`config.mk`:
```
export PLATFORM = sky130hd
export DESIGN_NAME = tag_read_coalescer_flat
export DESIGN_NICKNAME = d
export VERILOG_FILES = /design/src/sv/trc_pkg.sv /design/src/sv/trc_in_if.sv /design/src/sv/trc_out_if.sv /design/src/sv/tag_read_coalescer.sv /design/src/flat_wrapper.sv
export SDC_FILE = /design/constraint.sdc
export NUM_CORES = 2
export LEC_CHECK = 0
export BUFFER_PORTS_ARGS = -buffer_cell sky130_fd_sc_hd__buf_4
export CAP_MARGIN = 0
export CORE_MARGIN = 10
export CORE_UTILIZATION = 45
export DETAILED_ROUTE_END_ITERATION = 8
export PLACE_DENSITY = 0.67
export SETUP_SLACK_MARGIN = 0.5
export SYNTH_ARGS = -nofsm -noshare
export SYNTH_HDL_FRONTEND = slang
export SYNTH_SLANG_ARGS = --single-unit
```
`constraint.sdc`:
```
create_clock -name clk -period 13.3 [get_ports clk]
set_input_delay 1.33 -clock clk [delete_from_list [all_inputs] [get_ports clk]]
set_output_delay 1.33 -clock clk [all_outputs]
set_load 0.1 [all_outputs]
```
`src/sv/trc_pkg.sv`:
```
// shared constants and types for the tag read coalescer
package trc_pkg;

  localparam int RUN_COUNT_BITS = 16;
  localparam int TIME_BITS      = 40;

  localparam int ID_W        = 64;
  localparam int ANT_W       = 4;
  localparam int CNT_W       = 8;
  localparam int SIG_W       = 10;
  localparam int SPD_W       = 16;
  localparam int HDG_W       = 2;
  localparam int TS_W        = 40;
  localparam int READS_W     = 16;
  localparam int RSSI_SUM_W  = 26;
  localparam int SPEED_SUM_W = 32;
  localparam int RSSI_OUT_W  = 11;

  localparam int TIME_W = (TIME_BITS < TS_W) ? TIME_BITS : TS_W;

  localparam int DIV_W          = 32;
  localparam int DIV_RADIX_BITS = 2;
  localparam int DIV_STEPS      = DIV_W / DIV_RADIX_BITS;
  localparam int DIV_CNT_W      = $clog2(DIV_STEPS);

  typedef enum logic [1:0] {
    FUNC_READ  = 2'd0,
    FUNC_START = 2'd1,
    FUNC_END   = 2'd2
  } func_t;

  typedef enum logic [1:0] {
    KIND_RECORD = 2'd0,
    KIND_START  = 2'd1,
    KIND_END    = 2'd2
  } kind_t;

endpackage

```
`src/sv/trc_in_if.sv`:
```
// input channel carrying one tag read transaction
interface trc_in_if;
  import trc_pkg::*;

  logic              valid;
  logic              ready;
  logic [1:0]        func;
  logic [ID_W-1:0]   tag_id_hi;
  logic [ID_W-1:0]   tag_id_lo;
  logic [ANT_W-1:0]  antenna;
  logic [CNT_W-1:0]  read_count;
  logic [SIG_W-1:0]  signal_level;
  logic [SPD_W-1:0]  speed;
  logic [HDG_W-1:0]  heading;
  logic [TS_W-1:0]   timestamp;

  modport source (
    output valid, func, tag_id_hi, tag_id_lo, antenna, read_count, signal_level,
           speed, heading, timestamp,
    input  ready
  );

  modport sink (
    input  valid, func, tag_id_hi, tag_id_lo, antenna, read_count, signal_level,
           speed, heading, timestamp,
    output ready
  );

endinterface

```
`src/sv/trc_out_if.sv`:
```
// result channel carrying one merged record or marker transaction
interface trc_out_if;
  import trc_pkg::*;

  logic                         valid;
  logic                         ready;
  logic [1:0]                   record_kind;
  logic [ID_W-1:0]              out_id_hi;
  logic [ID_W-1:0]              out_id_lo;
  logic [ANT_W-1:0]             out_antenna;
  logic [READS_W-1:0]           total_reads;
  logic signed [RSSI_OUT_W-1:0] mean_rssi;
  logic [SPD_W-1:0]             mean_speed;
  logic [HDG_W-1:0]             out_heading;
  logic [TS_W-1:0]              first_seen;
  logic [TS_W-1:0]              last_seen;
  logic                         last_of_run;

  modport source (
    output valid, record_kind, out_id_hi, out_id_lo, out_antenna, total_reads,
           mean_rssi, mean_speed, out_heading, first_seen, last_seen, last_of_run,
    input  ready
  );

  modport sink (
    input  valid, record_kind, out_id_hi, out_id_lo, out_antenna, total_reads,
           mean_rssi, mean_speed, out_heading, first_seen, last_seen, last_of_run,
    output ready
  );

endinterface

```
`src/sv/tag_read_coalescer.sv`:
```
// tag read coalescer top level: merges runs of identical tag reads into records
//
// Reads with the same 128-bit tag id and antenna are folded into one pending
// record; a differing read, or an end marker, releases that record with the
// saturated read total, the negated mean RSSI, the mean speed, the first heading
// and the first and last times. A start marker drops the pending record, an end
// marker keeps it. The block takes one transaction at a time: a read that only
// extends the run or opens one from nothing is folded in while idle, a marker
// with no record waits only for the sink, and a transaction that releases a
// record first runs one shared radix-4 restoring divider for the RSSI mean and
// then for the speed mean, then waits for the sink, an end marker sending its
// own marker after the record.
module tag_read_coalescer (
  input  logic      clk,
  input  logic      rst_n,
  trc_in_if.sink    in_chan,
  trc_out_if.source out_chan
);
  import trc_pkg::*;

  localparam int RCB = RUN_COUNT_BITS;

  typedef enum logic [4:0] {
    S_IDLE      = 5'b00001,
    S_DIV_RSSI  = 5'b00010,
    S_DIV_SPEED = 5'b00100,
    S_REC       = 5'b01000,
    S_MARK      = 5'b10000
  } state_t;

  state_t state_r, state_nxt;

  // latched transaction
  logic [1:0]       func_r, func_nxt;
  logic [ID_W-1:0]  in_hi_r, in_hi_nxt;
  logic [ID_W-1:0]  in_lo_r, in_lo_nxt;
  logic [ANT_W-1:0] in_ant_r, in_ant_nxt;
  logic [CNT_W-1:0] in_cnt_r, in_cnt_nxt;
  logic [SIG_W-1:0] in_sig_r, in_sig_nxt;
  logic [SPD_W-1:0] in_spd_r, in_spd_nxt;
  logic [HDG_W-1:0] in_hdg_r, in_hdg_nxt;
  logic [TIME_W-1:0] in_time_r, in_time_nxt;

  // pending record
  logic                   pend_r, pend_nxt;
  logic [ID_W-1:0]        id_hi_r, id_hi_nxt;
  logic [ID_W-1:0]        id_lo_r, id_lo_nxt;
  logic [ANT_W-1:0]       ant_r, ant_nxt;
  logic [READS_W-1:0]     reads_r, reads_nxt;
  logic [RSSI_SUM_W-1:0]  rssi_sum_r, rssi_sum_nxt;
  logic [SPEED_SUM_W-1:0] speed_sum_r, speed_sum_nxt;
  logic [RCB-1:0]         run_len_r, run_len_nxt;
  logic [HDG_W-1:0]       hdg_r, hdg_nxt;
  logic [TIME_W-1:0]      t_first_r, t_first_nxt;
  logic [TIME_W-1:0]      t_last_r, t_last_nxt;

  // shared divider
  logic [RCB:0]           rem_r, rem_nxt;
  logic [DIV_W-1:0]       quo_r, quo_nxt;
  logic [DIV_CNT_W-1:0]   div_cnt_r, div_cnt_nxt;
  logic [SIG_W-1:0]       rssi_q_r, rssi_q_nxt;

  // output register
  logic [1:0]                   o_kind_r, o_kind_nxt;
  logic [ID_W-1:0]              o_hi_r, o_hi_nxt;
  logic [ID_W-1:0]              o_lo_r, o_lo_nxt;
  logic [ANT_W-1:0]             o_ant_r, o_ant_nxt;
  logic [READS_W-1:0]           o_reads_r, o_reads_nxt;
  logic signed [RSSI_OUT_W-1:0] o_rssi_r, o_rssi_nxt;
  logic [SPD_W-1:0]             o_spd_r, o_spd_nxt;
  logic [HDG_W-1:0]             o_hdg_r, o_hdg_nxt;
  logic [TS_W-1:0]              o_first_r, o_first_nxt;
  logic [TS_W-1:0]              o_last_r, o_last_nxt;
  logic                         o_lor_r, o_lor_nxt;

  logic                 in_acc;
  logic                 out_acc;
  logic                 is_idle;
  logic                 match;
  logic [RCB-1:0]       divisor;
  logic [RCB:0]         step_rem;
  logic [DIV_W-1:0]     step_quo;
  logic                 div_last;
  logic                 do_load;
  logic                 do_mark;
  logic [READS_W:0]     reads_add;
  logic [RSSI_SUM_W:0]  rssi_add;
  logic [SPEED_SUM_W:0] speed_add;
  logic [SIG_W-1:0]     rssi_mean;
  logic [SPD_W-1:0]     speed_mean;

  // load and marker sources: live input when idle, latched copy otherwise
  logic [1:0]        src_func;
  logic [ID_W-1:0]   src_hi;
  logic [ID_W-1:0]   src_lo;
  logic [ANT_W-1:0]  src_ant;
  logic [CNT_W-1:0]  src_cnt;
  logic [SIG_W-1:0]  src_sig;
  logic [SPD_W-1:0]  src_spd;
  logic [HDG_W-1:0]  src_hdg;
  logic [TIME_W-1:0] src_time;

  assign is_idle       = (state_r == S_IDLE);
  assign in_chan.ready = is_idle;
  assign in_acc        = in_chan.valid && is_idle;
  assign out_chan.valid = (state_r == S_REC) || (state_r == S_MARK);
  assign out_acc       = out_chan.valid && out_chan.ready;

  assign src_func = is_idle ? in_chan.func         : func_r;
  assign src_hi   = is_idle ? in_chan.tag_id_hi    : in_hi_r;
  assign src_lo   = is_idle ? in_chan.tag_id_lo    : in_lo_r;
  assign src_ant  = is_idle ? in_chan.antenna      : in_ant_r;
  assign src_cnt  = is_idle ? in_chan.read_count   : in_cnt_r;
  assign src_sig  = is_idle ? in_chan.signal_level : in_sig_r;
  assign src_spd  = is_idle ? in_chan.speed        : in_spd_r;
  assign src_hdg  = is_idle ? in_chan.heading      : in_hdg_r;
  assign src_time = is_idle ? in_chan.timestamp[TIME_W-1:0] : in_time_r;

  assign match = pend_r && (in_chan.tag_id_hi == id_hi_r) &&
                 (in_chan.tag_id_lo == id_lo_r) && (in_chan.antenna == ant_r);

  assign divisor  = (run_len_r == '0) ? RCB'(1) : run_len_r;
  assign div_last = (div_cnt_r == DIV_CNT_W'(DIV_STEPS - 1));

  assign reads_add = {1'b0, reads_r} + (READS_W + 1)'(in_chan.read_count);
  assign rssi_add  = {1'b0, rssi_sum_r} + (RSSI_SUM_W + 1)'(in_chan.signal_level);
  assign speed_add = {1'b0, speed_sum_r} + (SPEED_SUM_W + 1)'(in_chan.speed);

  // two restoring division steps per cycle
  always_comb begin
    logic [RCB:0]     r;
    logic [DIV_W-1:0] q;
    r = rem_r;
    q = quo_r;
    for (int k = 0; k < DIV_RADIX_BITS; k++) begin
      r = {r[RCB-1:0], q[DIV_W-1]};
      q = {q[DIV_W-2:0], 1'b0};
      if (r >= {1'b0, divisor}) begin
        r    = r - {1'b0, divisor};
        q[0] = 1'b1;
      end
    end
    step_rem = r;
    step_quo = q;
  end

  assign rssi_mean  = (|step_quo[DIV_W-1:SIG_W]) ? '1 : step_quo[SIG_W-1:0];
  assign speed_mean = (|step_quo[DIV_W-1:SPD_W]) ? '1 : step_quo[SPD_W-1:0];

  always_comb begin
    state_nxt     = state_r;
    func_nxt      = func_r;
    in_hi_nxt     = in_hi_r;
    in_lo_nxt     = in_lo_r;
    in_ant_nxt    = in_ant_r;
    in_cnt_nxt    = in_cnt_r;
    in_sig_nxt    = in_sig_r;
    in_spd_nxt    = in_spd_r;
    in_hdg_nxt    = in_hdg_r;
    in_time_nxt   = in_time_r;
    pend_nxt      = pend_r;
    id_hi_nxt     = id_hi_r;
    id_lo_nxt     = id_lo_r;
    ant_nxt       = ant_r;
    reads_nxt     = reads_r;
    rssi_sum_nxt  = rssi_sum_r;
    speed_sum_nxt = speed_sum_r;
    run_len_nxt   = run_len_r;
    hdg_nxt       = hdg_r;
    t_first_nxt   = t_first_r;
    t_last_nxt    = t_last_r;
    rem_nxt       = rem_r;
    quo_nxt       = quo_r;
    div_cnt_nxt   = div_cnt_r;
    rssi_q_nxt    = rssi_q_r;
    o_kind_nxt    = o_kind_r;
    o_hi_nxt      = o_hi_r;
    o_lo_nxt      = o_lo_r;
    o_ant_nxt     = o_ant_r;
    o_reads_nxt   = o_reads_r;
    o_rssi_nxt    = o_rssi_r;
    o_spd_nxt     = o_spd_r;
    o_hdg_nxt     = o_hdg_r;
    o_first_nxt   = o_first_r;
    o_last_nxt    = o_last_r;
    o_lor_nxt     = o_lor_r;
    do_load       = 1'b0;
    do_mark       = 1'b0;

    unique case (state_r)
      S_IDLE: begin
        if (in_acc) begin
          func_nxt    = in_chan.func;
          in_hi_nxt   = in_chan.tag_id_hi;
          in_lo_nxt   = in_chan.tag_id_lo;
          in_ant_nxt  = in_chan.antenna;
          in_cnt_nxt  = in_chan.read_count;
          in_sig_nxt  = in_chan.signal_level;
          in_spd_nxt  = in_chan.speed;
          in_hdg_nxt  = in_chan.heading;
          in_time_nxt = in_chan.timestamp[TIME_W-1:0];
          unique case (in_chan.func)
            FUNC_READ: begin
              if (match) begin
                reads_nxt = reads_add[READS_W] ? '1 : reads_add[READS_W-1:0];
                if (run_len_r != '1) begin
                  rssi_sum_nxt  = rssi_add[RSSI_SUM_W] ? '1 : rssi_add[RSSI_SUM_W-1:0];
                  speed_sum_nxt = speed_add[SPEED_SUM_W] ? '1 :
                                  speed_add[SPEED_SUM_W-1:0];
                  run_len_nxt   = run_len_r + RCB'(1);
                end
                t_last_nxt = in_chan.timestamp[TIME_W-1:0];
              end else if (pend_r) begin
                rem_nxt     = '0;
                quo_nxt     = DIV_W'(rssi_sum_r);
                div_cnt_nxt = '0;
                state_nxt   = S_DIV_RSSI;
              end else begin
                do_load = 1'b1;
              end
            end
            FUNC_START: begin
              pend_nxt  = 1'b0;
              do_mark   = 1'b1;
              state_nxt = S_MARK;
            end
            FUNC_END: begin
              if (pend_r) begin
                rem_nxt     = '0;
                quo_nxt     = DIV_W'(rssi_sum_r);
                div_cnt_nxt = '0;
                state_nxt   = S_DIV_RSSI;
              end else begin
                do_mark   = 1'b1;
                state_nxt = S_MARK;
              end
            end
            default: ;
          endcase
        end
      end
      S_DIV_RSSI: begin
        rem_nxt     = step_rem;
        quo_nxt     = step_quo;
        div_cnt_nxt = div_cnt_r + DIV_CNT_W'(1);
        if (div_last) begin
          rssi_q_nxt  = rssi_mean;
          rem_nxt     = '0;
          quo_nxt     = DIV_W'(speed_sum_r);
          div_cnt_nxt = '0;
          state_nxt   = S_DIV_SPEED;
        end
      end
      S_DIV_SPEED: begin
        rem_nxt     = step_rem;
        quo_nxt     = step_quo;
        div_cnt_nxt = div_cnt_r + DIV_CNT_W'(1);
        if (div_last) begin
          o_kind_nxt  = KIND_RECORD;
          o_hi_nxt    = id_hi_r;
          o_lo_nxt    = id_lo_r;
          o_ant_nxt   = ant_r;
          o_reads_nxt = reads_r;
          o_rssi_nxt  = RSSI_OUT_W'(0) - {1'b0, rssi_q_r};
          o_spd_nxt   = speed_mean;
          o_hdg_nxt   = hdg_r;
          o_first_nxt = TS_W'(t_first_r);
          o_last_nxt  = TS_W'(t_last_r);
          o_lor_nxt   = (func_r == FUNC_READ);
          do_load     = (func_r == FUNC_READ);
          state_nxt   = S_REC;
        end
      end
      S_REC: begin
        if (out_acc) begin
          if (func_r == FUNC_END) begin
            do_mark   = 1'b1;
            state_nxt = S_MARK;
          end else begin
            state_nxt = S_IDLE;
          end
        end
      end
      S_MARK: begin
        if (out_acc) begin
          state_nxt = S_IDLE;
        end
      end
      default: state_nxt = S_IDLE;
    endcase

    if (do_load) begin
      pend_nxt      = 1'b1;
      id_hi_nxt     = src_hi;
      id_lo_nxt     = src_lo;
      ant_nxt       = src_ant;
      reads_nxt     = READS_W'(src_cnt);
      rssi_sum_nxt  = RSSI_SUM_W'(src_sig);
      speed_sum_nxt = SPEED_SUM_W'(src_spd);
      run_len_nxt   = RCB'(1);
      hdg_nxt       = src_hdg;
      t_first_nxt   = src_time;
      t_last_nxt    = src_time;
    end

    if (do_mark) begin
      o_kind_nxt  = (src_func == FUNC_START) ? KIND_START : KIND_END;
      o_hi_nxt    = '0;
      o_lo_nxt    = '0;
      o_ant_nxt   = '0;
      o_reads_nxt = '0;
      o_rssi_nxt  = '0;
      o_spd_nxt   = '0;
      o_hdg_nxt   = '0;
      o_first_nxt = TS_W'(src_time);
      o_last_nxt  = TS_W'(src_time);
      o_lor_nxt   = 1'b1;
    end
  end

  always_ff @(posedge clk) begin
    if (!rst_n) begin
      state_r <= S_IDLE;
      pend_r  <= 1'b0;
    end else begin
      state_r <= state_nxt;
      pend_r  <= pend_nxt;
    end
  end

  always_ff @(posedge clk) begin
    func_r      <= func_nxt;
    in_hi_r     <= in_hi_nxt;
    in_lo_r     <= in_lo_nxt;
    in_ant_r    <= in_ant_nxt;
    in_cnt_r    <= in_cnt_nxt;
    in_sig_r    <= in_sig_nxt;
    in_spd_r    <= in_spd_nxt;
    in_hdg_r    <= in_hdg_nxt;
    in_time_r   <= in_time_nxt;
    id_hi_r     <= id_hi_nxt;
    id_lo_r     <= id_lo_nxt;
    ant_r       <= ant_nxt;
    reads_r     <= reads_nxt;
    rssi_sum_r  <= rssi_sum_nxt;
    speed_sum_r <= speed_sum_nxt;
    run_len_r   <= run_len_nxt;
    hdg_r       <= hdg_nxt;
    t_first_r   <= t_first_nxt;
    t_last_r    <= t_last_nxt;
    rem_r       <= rem_nxt;
    quo_r       <= quo_nxt;
    div_cnt_r   <= div_cnt_nxt;
    rssi_q_r    <= rssi_q_nxt;
    o_kind_r    <= o_kind_nxt;
    o_hi_r      <= o_hi_nxt;
    o_lo_r      <= o_lo_nxt;
    o_ant_r     <= o_ant_nxt;
    o_reads_r   <= o_reads_nxt;
    o_rssi_r    <= o_rssi_nxt;
    o_spd_r     <= o_spd_nxt;
    o_hdg_r     <= o_hdg_nxt;
    o_first_r   <= o_first_nxt;
    o_last_r    <= o_last_nxt;
    o_lor_r     <= o_lor_nxt;
  end

  assign out_chan.record_kind = o_kind_r;
  assign out_chan.out_id_hi   = o_hi_r;
  assign out_chan.out_id_lo   = o_lo_r;
  assign out_chan.out_antenna = o_ant_r;
  assign out_chan.total_reads = o_reads_r;
  assign out_chan.mean_rssi   = o_rssi_r;
  assign out_chan.mean_speed  = o_spd_r;
  assign out_chan.out_heading = o_hdg_r;
  assign out_chan.first_seen  = o_first_r;
  assign out_chan.last_seen   = o_last_r;
  assign out_chan.last_of_run = o_lor_r;

endmodule
```
`src/flat_wrapper.sv`:
```
// flat-port wrapper written by rule: the top's interface ports become plain ports
module tag_read_coalescer_flat import trc_pkg::*;
  (clk, rst_n, in_chan_valid, in_chan_func, in_chan_tag_id_hi, in_chan_tag_id_lo, in_chan_antenna, in_chan_read_count, in_chan_signal_level, in_chan_speed, in_chan_heading, in_chan_timestamp, in_chan_ready, out_chan_valid, out_chan_record_kind, out_chan_out_id_hi, out_chan_out_id_lo, out_chan_out_antenna, out_chan_total_reads, out_chan_mean_rssi, out_chan_mean_speed, out_chan_out_heading, out_chan_first_seen, out_chan_last_seen, out_chan_last_of_run, out_chan_ready);
  trc_in_if in_chan_i ();
  trc_out_if out_chan_i ();
  input  logic clk;
  input  logic rst_n;
  input wire logic [$bits(in_chan_i.valid)-1:0] in_chan_valid;
  input wire logic [$bits(in_chan_i.func)-1:0] in_chan_func;
  input wire logic [$bits(in_chan_i.tag_id_hi)-1:0] in_chan_tag_id_hi;
  input wire logic [$bits(in_chan_i.tag_id_lo)-1:0] in_chan_tag_id_lo;
  input wire logic [$bits(in_chan_i.antenna)-1:0] in_chan_antenna;
  input wire logic [$bits(in_chan_i.read_count)-1:0] in_chan_read_count;
  input wire logic [$bits(in_chan_i.signal_level)-1:0] in_chan_signal_level;
  input wire logic [$bits(in_chan_i.speed)-1:0] in_chan_speed;
  input wire logic [$bits(in_chan_i.heading)-1:0] in_chan_heading;
  input wire logic [$bits(in_chan_i.timestamp)-1:0] in_chan_timestamp;
  output wire logic [$bits(in_chan_i.ready)-1:0] in_chan_ready;
  output wire logic [$bits(out_chan_i.valid)-1:0] out_chan_valid;
  output wire logic [$bits(out_chan_i.record_kind)-1:0] out_chan_record_kind;
  output wire logic [$bits(out_chan_i.out_id_hi)-1:0] out_chan_out_id_hi;
  output wire logic [$bits(out_chan_i.out_id_lo)-1:0] out_chan_out_id_lo;
  output wire logic [$bits(out_chan_i.out_antenna)-1:0] out_chan_out_antenna;
  output wire logic [$bits(out_chan_i.total_reads)-1:0] out_chan_total_reads;
  output wire logic [$bits(out_chan_i.mean_rssi)-1:0] out_chan_mean_rssi;
  output wire logic [$bits(out_chan_i.mean_speed)-1:0] out_chan_mean_speed;
  output wire logic [$bits(out_chan_i.out_heading)-1:0] out_chan_out_heading;
  output wire logic [$bits(out_chan_i.first_seen)-1:0] out_chan_first_seen;
  output wire logic [$bits(out_chan_i.last_seen)-1:0] out_chan_last_seen;
  output wire logic [$bits(out_chan_i.last_of_run)-1:0] out_chan_last_of_run;
  input wire logic [$bits(out_chan_i.ready)-1:0] out_chan_ready;
  assign in_chan_i.valid = in_chan_valid;
  assign in_chan_i.func = in_chan_func;
  assign in_chan_i.tag_id_hi = in_chan_tag_id_hi;
  assign in_chan_i.tag_id_lo = in_chan_tag_id_lo;
  assign in_chan_i.antenna = in_chan_antenna;
  assign in_chan_i.read_count = in_chan_read_count;
  assign in_chan_i.signal_level = in_chan_signal_level;
  assign in_chan_i.speed = in_chan_speed;
  assign in_chan_i.heading = in_chan_heading;
  assign in_chan_i.timestamp = in_chan_timestamp;
  assign in_chan_ready = in_chan_i.ready;
  assign out_chan_valid = out_chan_i.valid;
  assign out_chan_record_kind = out_chan_i.record_kind;
  assign out_chan_out_id_hi = out_chan_i.out_id_hi;
  assign out_chan_out_id_lo = out_chan_i.out_id_lo;
  assign out_chan_out_antenna = out_chan_i.out_antenna;
  assign out_chan_total_reads = out_chan_i.total_reads;
  assign out_chan_mean_rssi = out_chan_i.mean_rssi;
  assign out_chan_mean_speed = out_chan_i.mean_speed;
  assign out_chan_out_heading = out_chan_i.out_heading;
  assign out_chan_first_seen = out_chan_i.first_seen;
  assign out_chan_last_seen = out_chan_i.last_seen;
  assign out_chan_last_of_run = out_chan_i.last_of_run;
  assign out_chan_i.ready = out_chan_ready;
  tag_read_coalescer u_core (.clk(clk), .rst_n(rst_n), .in_chan(in_chan_i), .out_chan(out_chan_i));
endmodule
```
==> summary.md <==
The synthesized netlist occupies a cell area of 37470 µm². At the end of routability-driven placement, the weighted congestion stood at 0.9091. The synthesis warning total is 0.

Summed over all nets, the switching power comes to 0.002838 W. The setup violation total in the final timing report is 0. Area taken by multi-input logic gates: 13390 µm². The number of flops mapped to enable cells by yosys works out to 602. The clock period minus final worst setup slack works out to 7.169 ns. Slowest library cell on the worst path: sky130_fd_sc_hd__a31o_2. Once the clock tree was built, the resizer swapped 0 gates to a different size. In this run the worst path has a maximum fanout of 28. In the final layout, the share of cells above drive strength 1 is 17.92%. The relative contribution of sequential cells to total power came out at 41.9%. Vertical die dimension: 308.6 µm. For met1 alone, demand over resource in global routing was 30.54%. A synthesized cell averages 10.78 µm². In the synthesized netlist the dominant register cell turns out to be sky130_fd_sc_hd__edfxtp_1. The final layout net count was 4199.

The worst register-to-register path begins at u_core.run_len_r[0]$_SDFFE_PP1P_. At the worst endpoint, the required time is 13.70 ns. 476 I/O pins were placed. Clock latency on the worst-skew pair, taken at its later pin, is 0.65 ns.

Headroom to the max-slew limit came out at 29.89%. The path with the worst hold slack has its endpoint at u_core.out_chan.out_id_hi[42]$_SDFFE_PP0P_. The relative area change from synthesis to final layout works out to 20.69%. The classification of the worst setup path was reg2reg.

The run finished with clean final reports. Net switching is 34.44% of the power. The number of filler instances in the final layout is 7097.

The region available for standard cell placement spans 82370 µm². Buffers inserted during clock tree synthesis total 91. In this run the static leakage power is 17.63 nW.

Endpoint kind of the worst setup timing path: a flop. For the floorplan die area, the log shows 95210 µm². The total count of max-transition violations in the final report came out at 0.

The worst setup path is launched from a flop. Global routing consumed, on the met3 layer, 5.540% of the routing resources. The number of buffers inserted by port buffering is 475, and the maximum vdd ir drop is 0.1426 mV. The first global-routing pass estimated 170800 µm of wire.

Of the synthesized area, sequential elements account for 61.07%. Synthesis handed over a netlist of 3475 instances. The half-perimeter wire length after placement came out at 80340 µm. The number of antenna violations at the first check in global routing is 22. In this run the critical register-to-register path is captured at u_core.quo_r[0]$_DFFE_PP_. CTS built an H-tree with a depth of 3. The share of total power dissipated in combinational logic is 26.1%. The class of the tightest hold or removal check was reg2reg. At the placement stage, the worst setup path has a slack of 6.107 ns. The final hold violation count was 0; the slack of the worst reg-to-reg path was 6.13 ns.

The synthesized design contains 842 register bits. Across every metal layer, demand over resource in global routing totals 23.32%. The logs give 22880 µm² for the storage element area and 7.57 ns for the signal arrival time at the worst endpoint. For this run the aggregate overflow at the end of global routing stands at 0. The run gives 0 as the number of setup buffers added after CTS. The number of hold buffers added after CTS was 0. The post-route antenna net violation count was 0.

The biggest cell delay along the critical path is 0.67 ns, and the post-route fraction of the period consumed by the critical path is 53.90%. In this run, the number of DRC markers left after iteration 0 of detailed routing was 2866. Clock tree synthesis selected as its root buffer the cell sky130_fd_sc_hd__clkbuf_16.

The routed design has 115500 µm of wire. Most utilized layer in the global route result: met2. The floorplan has 105 rows. The initial utilization of the core area, before any placement, comes to 45.49%.

Cell internal power was estimated by the tool at 0.005402 W. The maximum root-to-sink buffer count was 3. The total via count after detailed routing was 28106.

Synthesis produced a netlist with a net count of 3767. The count of cell types in the netlist came out at 83. Based on the critical path, the design can be clocked at up to 0.1395 GHz. The share of power burned in the clock network is 31.9%, and the per-cell routed wire length is 22.78 µm.

For this run, design rule violations remaining after detail routing come to 0. TritonCTS built the clock tree. Die width: 308.6 µm. The final worst clock skew was 0.02469 ns. For the worst flop-to-flop path, the logic depth is 24. The signal on the critical path passes through inv_1, ha_1, nor4b_1, nand4_1, nand2_1, ha_1, nand4_1, nor4_1, a2111oi_0, a31o_2, nor2_1, a21oi_1, inv_1, ha_1, nor2b_1, o31ai_1, a21oi_1, o41ai_1, o21ai_0, a41oi_1, and3_1, buf_4, a21oi_1, a211o_1.

The post-synthesis async set-or-reset flop share works out to 0%. For this design the ratio of total power to cell area is 182.2 nW/µm². The clock-pin transition on the worst setup and hold timing paths came out at 0.06 ns. Entering global routing, the biggest net connects 172 pins. Setup repair after global routing left no endpoint under its margin. Before antenna repair, the detailed router went through 7 iterations. The via count of the first global-routing pass was 27129. The number of cells on the worst hold path works out to 2. The startpoint identified for the worst hold timing path is u_core.out_chan.out_id_hi[42]$_SDFFE_PP0P_. At the pin with the least slew margin, the transition time is 1.052 ns. In the routed layout, each cell is associated on average with a via count of 5.544. Global routing used 37.74% of the available met2 tracks. The tools report the number of sinks on the clock net as 842. Setup total negative slack on the finished layout was measured at 0 ns. The least setup slack across all paths after layout came out at 6.131 ns. The run gives 0 as the max-capacitance violation count.
worst max path at each step:
stage	slack (ns)	startpoint	to	cells after the start
2_1_floorplan	2.93	in_chan_valid	u_core.ant_r[0]$_DFFE_PP_	7
3_3_place_gp	6.13	u_core.run_len_r[0]$_SDFFE_PP1P_	u_core.quo_r[0]$_DFFE_PP_	24
3_5_place_dp	6.11	u_core.run_len_r[0]$_SDFFE_PP1P_	u_core.quo_r[0]$_DFFE_PP_	24
4_1_cts	6.11	u_core.run_len_r[0]$_SDFFE_PP1P_	u_core.quo_r[0]$_DFFE_PP_	24
5_1_grt	5.47	u_core.run_len_r[0]$_SDFFE_PP1P_	u_core.quo_r[0]$_DFFE_PP_	24
6_report	6.13	u_core.run_len_r[0]$_SDFFE_PP1P_	u_core.quo_r[0]$_DFFE_PP_	24
layout make-up:
| type | instances | area share, % |
|---|---|---|
| diodes | 15 | 0.08300 |
| clock buffers | 134 | 5.794 |
| clock inverters | 37 | 1.065 |
| inverters | 159 | 1.353 |
| multi-input cells | 2306 | 29.62 |
| flip-flops and latches | 842 | 50.60 |
| well taps | 1070 | 2.960 |
| repair buffers | 507 | 8.527 |
sequential cells by signal, summed over array words and instances (netlist names), 32 cells and up:
name and cells:
u_core.id_hi_r 64, u_core.id_lo_r 64, u_core.in_hi_r 64, u_core.in_lo_r 64, u_core.in_time_r 40, u_core.out_chan.first_seen 40
u_core.out_chan.last_seen 40, u_core.out_chan.out_id_hi 64, u_core.out_chan.out_id_lo 64, u_core.quo_r 32, u_core.speed_sum_r 32, u_core.t_first_r 40
u_core.t_last_r 40
cell usage after synthesis, types with 7 or more instances:
cell	instances	area (µm²)
sky130_fd_sc_hd__nand2_1	861	3232
sky130_fd_sc_hd__edfxtp_1	602	18080
sky130_fd_sc_hd__a21oi_1	270	1351
sky130_fd_sc_hd__dfxtp_1	240	4805
sky130_fd_sc_hd__inv_1	158	593.1
sky130_fd_sc_hd__clkbuf_1	141	529.3
sky130_fd_sc_hd__nor2_1	128	480.5
sky130_fd_sc_hd__xnor2_1	98	858.3
sky130_fd_sc_hd__o21a_1	92	690.7
sky130_fd_sc_hd__ha_1	73	913.4
sky130_fd_sc_hd__o21ai_0	71	355.3
sky130_fd_sc_hd__xor2_1	65	569.3
sky130_fd_sc_hd__mux2i_1	56	560.5
sky130_fd_sc_hd__nor3_1	54	270.3
sky130_fd_sc_hd__nand2b_1	47	294.0
sky130_fd_sc_hd__nand4_1	42	262.8
sky130_fd_sc_hd__nor4_1	39	244.0
sky130_fd_sc_hd__nand3_1	38	190.2
sky130_fd_sc_hd__nor2b_1	35	219.0
sky130_fd_sc_hd__a31oi_1	27	168.9
sky130_fd_sc_hd__a222oi_1	24	240.2
sky130_fd_sc_hd__and3_1	23	143.9
sky130_fd_sc_hd__and2_1	17	106.4
sky130_fd_sc_hd__a32oi_1	16	140.1
sky130_fd_sc_hd__or3_1	16	100.1
sky130_fd_sc_hd__a21o_1	15	112.6
sky130_fd_sc_hd__buf_1	15	56.30
sky130_fd_sc_hd__o221a_2	14	157.7
sky130_fd_sc_hd__o22ai_1	14	87.58
sky130_fd_sc_hd__a311oi_1	11	96.34
sky130_fd_sc_hd__a211oi_1	10	75.07
sky130_fd_sc_hd__and4_1	8	70.07
sky130_fd_sc_hd__o21ai_1	8	40.04
sky130_fd_sc_hd__a22o_1	7	61.31
cell usage in the layout, fill, tap and decap left out, types with 7 or more instances in the layout:
cell	count
sky130_fd_sc_hd__o22ai_1	14
sky130_fd_sc_hd__a211oi_1	9
sky130_fd_sc_hd__mux2i_1	56
sky130_fd_sc_hd__dfxtp_1	240
sky130_fd_sc_hd__diode_2	15
sky130_fd_sc_hd__o21a_1	92
sky130_fd_sc_hd__a32oi_1	16
sky130_fd_sc_hd__o221a_2	14
sky130_fd_sc_hd__a31oi_1	27
sky130_fd_sc_hd__ha_1	73
sky130_fd_sc_hd__and3_1	23
sky130_fd_sc_hd__clkbuf_1	26
sky130_fd_sc_hd__o21ai_0	71
sky130_fd_sc_hd__a21oi_1	269
sky130_fd_sc_hd__xnor2_1	98
sky130_fd_sc_hd__and4_1	8
sky130_fd_sc_hd__a311oi_1	11
sky130_fd_sc_hd__clkbuf_8	16
sky130_fd_sc_hd__nand2_1	858
sky130_fd_sc_hd__o21ai_1	7
sky130_fd_sc_hd__xor2_1	65
sky130_fd_sc_hd__nor3_1	54
sky130_fd_sc_hd__nor4_1	39
sky130_fd_sc_hd__and2_1	16
sky130_fd_sc_hd__nor2b_1	35
sky130_fd_sc_hd__nor2_1	125
sky130_fd_sc_hd__nand3_1	37
sky130_fd_sc_hd__nand4_1	42
sky130_fd_sc_hd__clkinv_2	13
sky130_fd_sc_hd__a21o_1	15
sky130_fd_sc_hd__bufinv_16	8
sky130_fd_sc_hd__nand2b_1	47
sky130_fd_sc_hd__inv_1	157
sky130_fd_sc_hd__edfxtp_1	602
sky130_fd_sc_hd__clkbuf_16	92
sky130_fd_sc_hd__or3_1	16
sky130_fd_sc_hd__a222oi_1	24
sky130_fd_sc_hd__buf_4	503
critical path, delay by kind of cell, from the launching register on:
family / cells / cell delay [ns]
fa+ha+maj: 3 / 0.74
simple gates: 8 / 1.79
buf+inv: 3 / 0.52
flops: 1 / 0.32
compound gates: 10 / 3.55
metal layers:
metal / share of wire [%] / routed length (µm)
met1: 41 / 47660
met2: 47 / 54500
met5: 0.081 / 93
met3: 8.4 / 9749
met4: 3.0 / 3489
power groups by stage:
stage | Combinational [W] | Clock, W | Sequential, W
after floorplan | 0.00102 | 0 | 0.00403
after global placement | 0.00211 | 0 | 0.00350
after detailed placement | 0.00214 | 0 | 0.00351
after CTS | 0.00215 | 0.00267 | 0.00345
after global routing | 0.00232 | 0.00277 | 0.00348
final | 0.00215 | 0.00263 | 0.00346
per-stage QoR:
stage	std cells	utilization [%]	hold slack, ns	power [W]	cell area [µm²]
CTS	5055	54.85	0.4557	0.008278	45180
global route	5069	54.90	0.4732	0.008572	45220
finish	5070	54.90	0.4529	0.008240	45220
global placement	4884	51.09	0.4414	0.005609	42080
detailed placement	4884	51.09	0.4459	0.005649	42080
floorplan	3475	-	0.4401	0.005048	37480
logic make-up after synthesis:
group,share of synthesized area [%]
and+or+nand+nor,16.31
DFF,61.07
AOI/OAI and AO/OA,11.07
buffers and inverters,3.386
xor gates and xnor gates,3.810
adders and majority gates,2.705
muxes,1.646
Power figures use the tool's default switching activity.
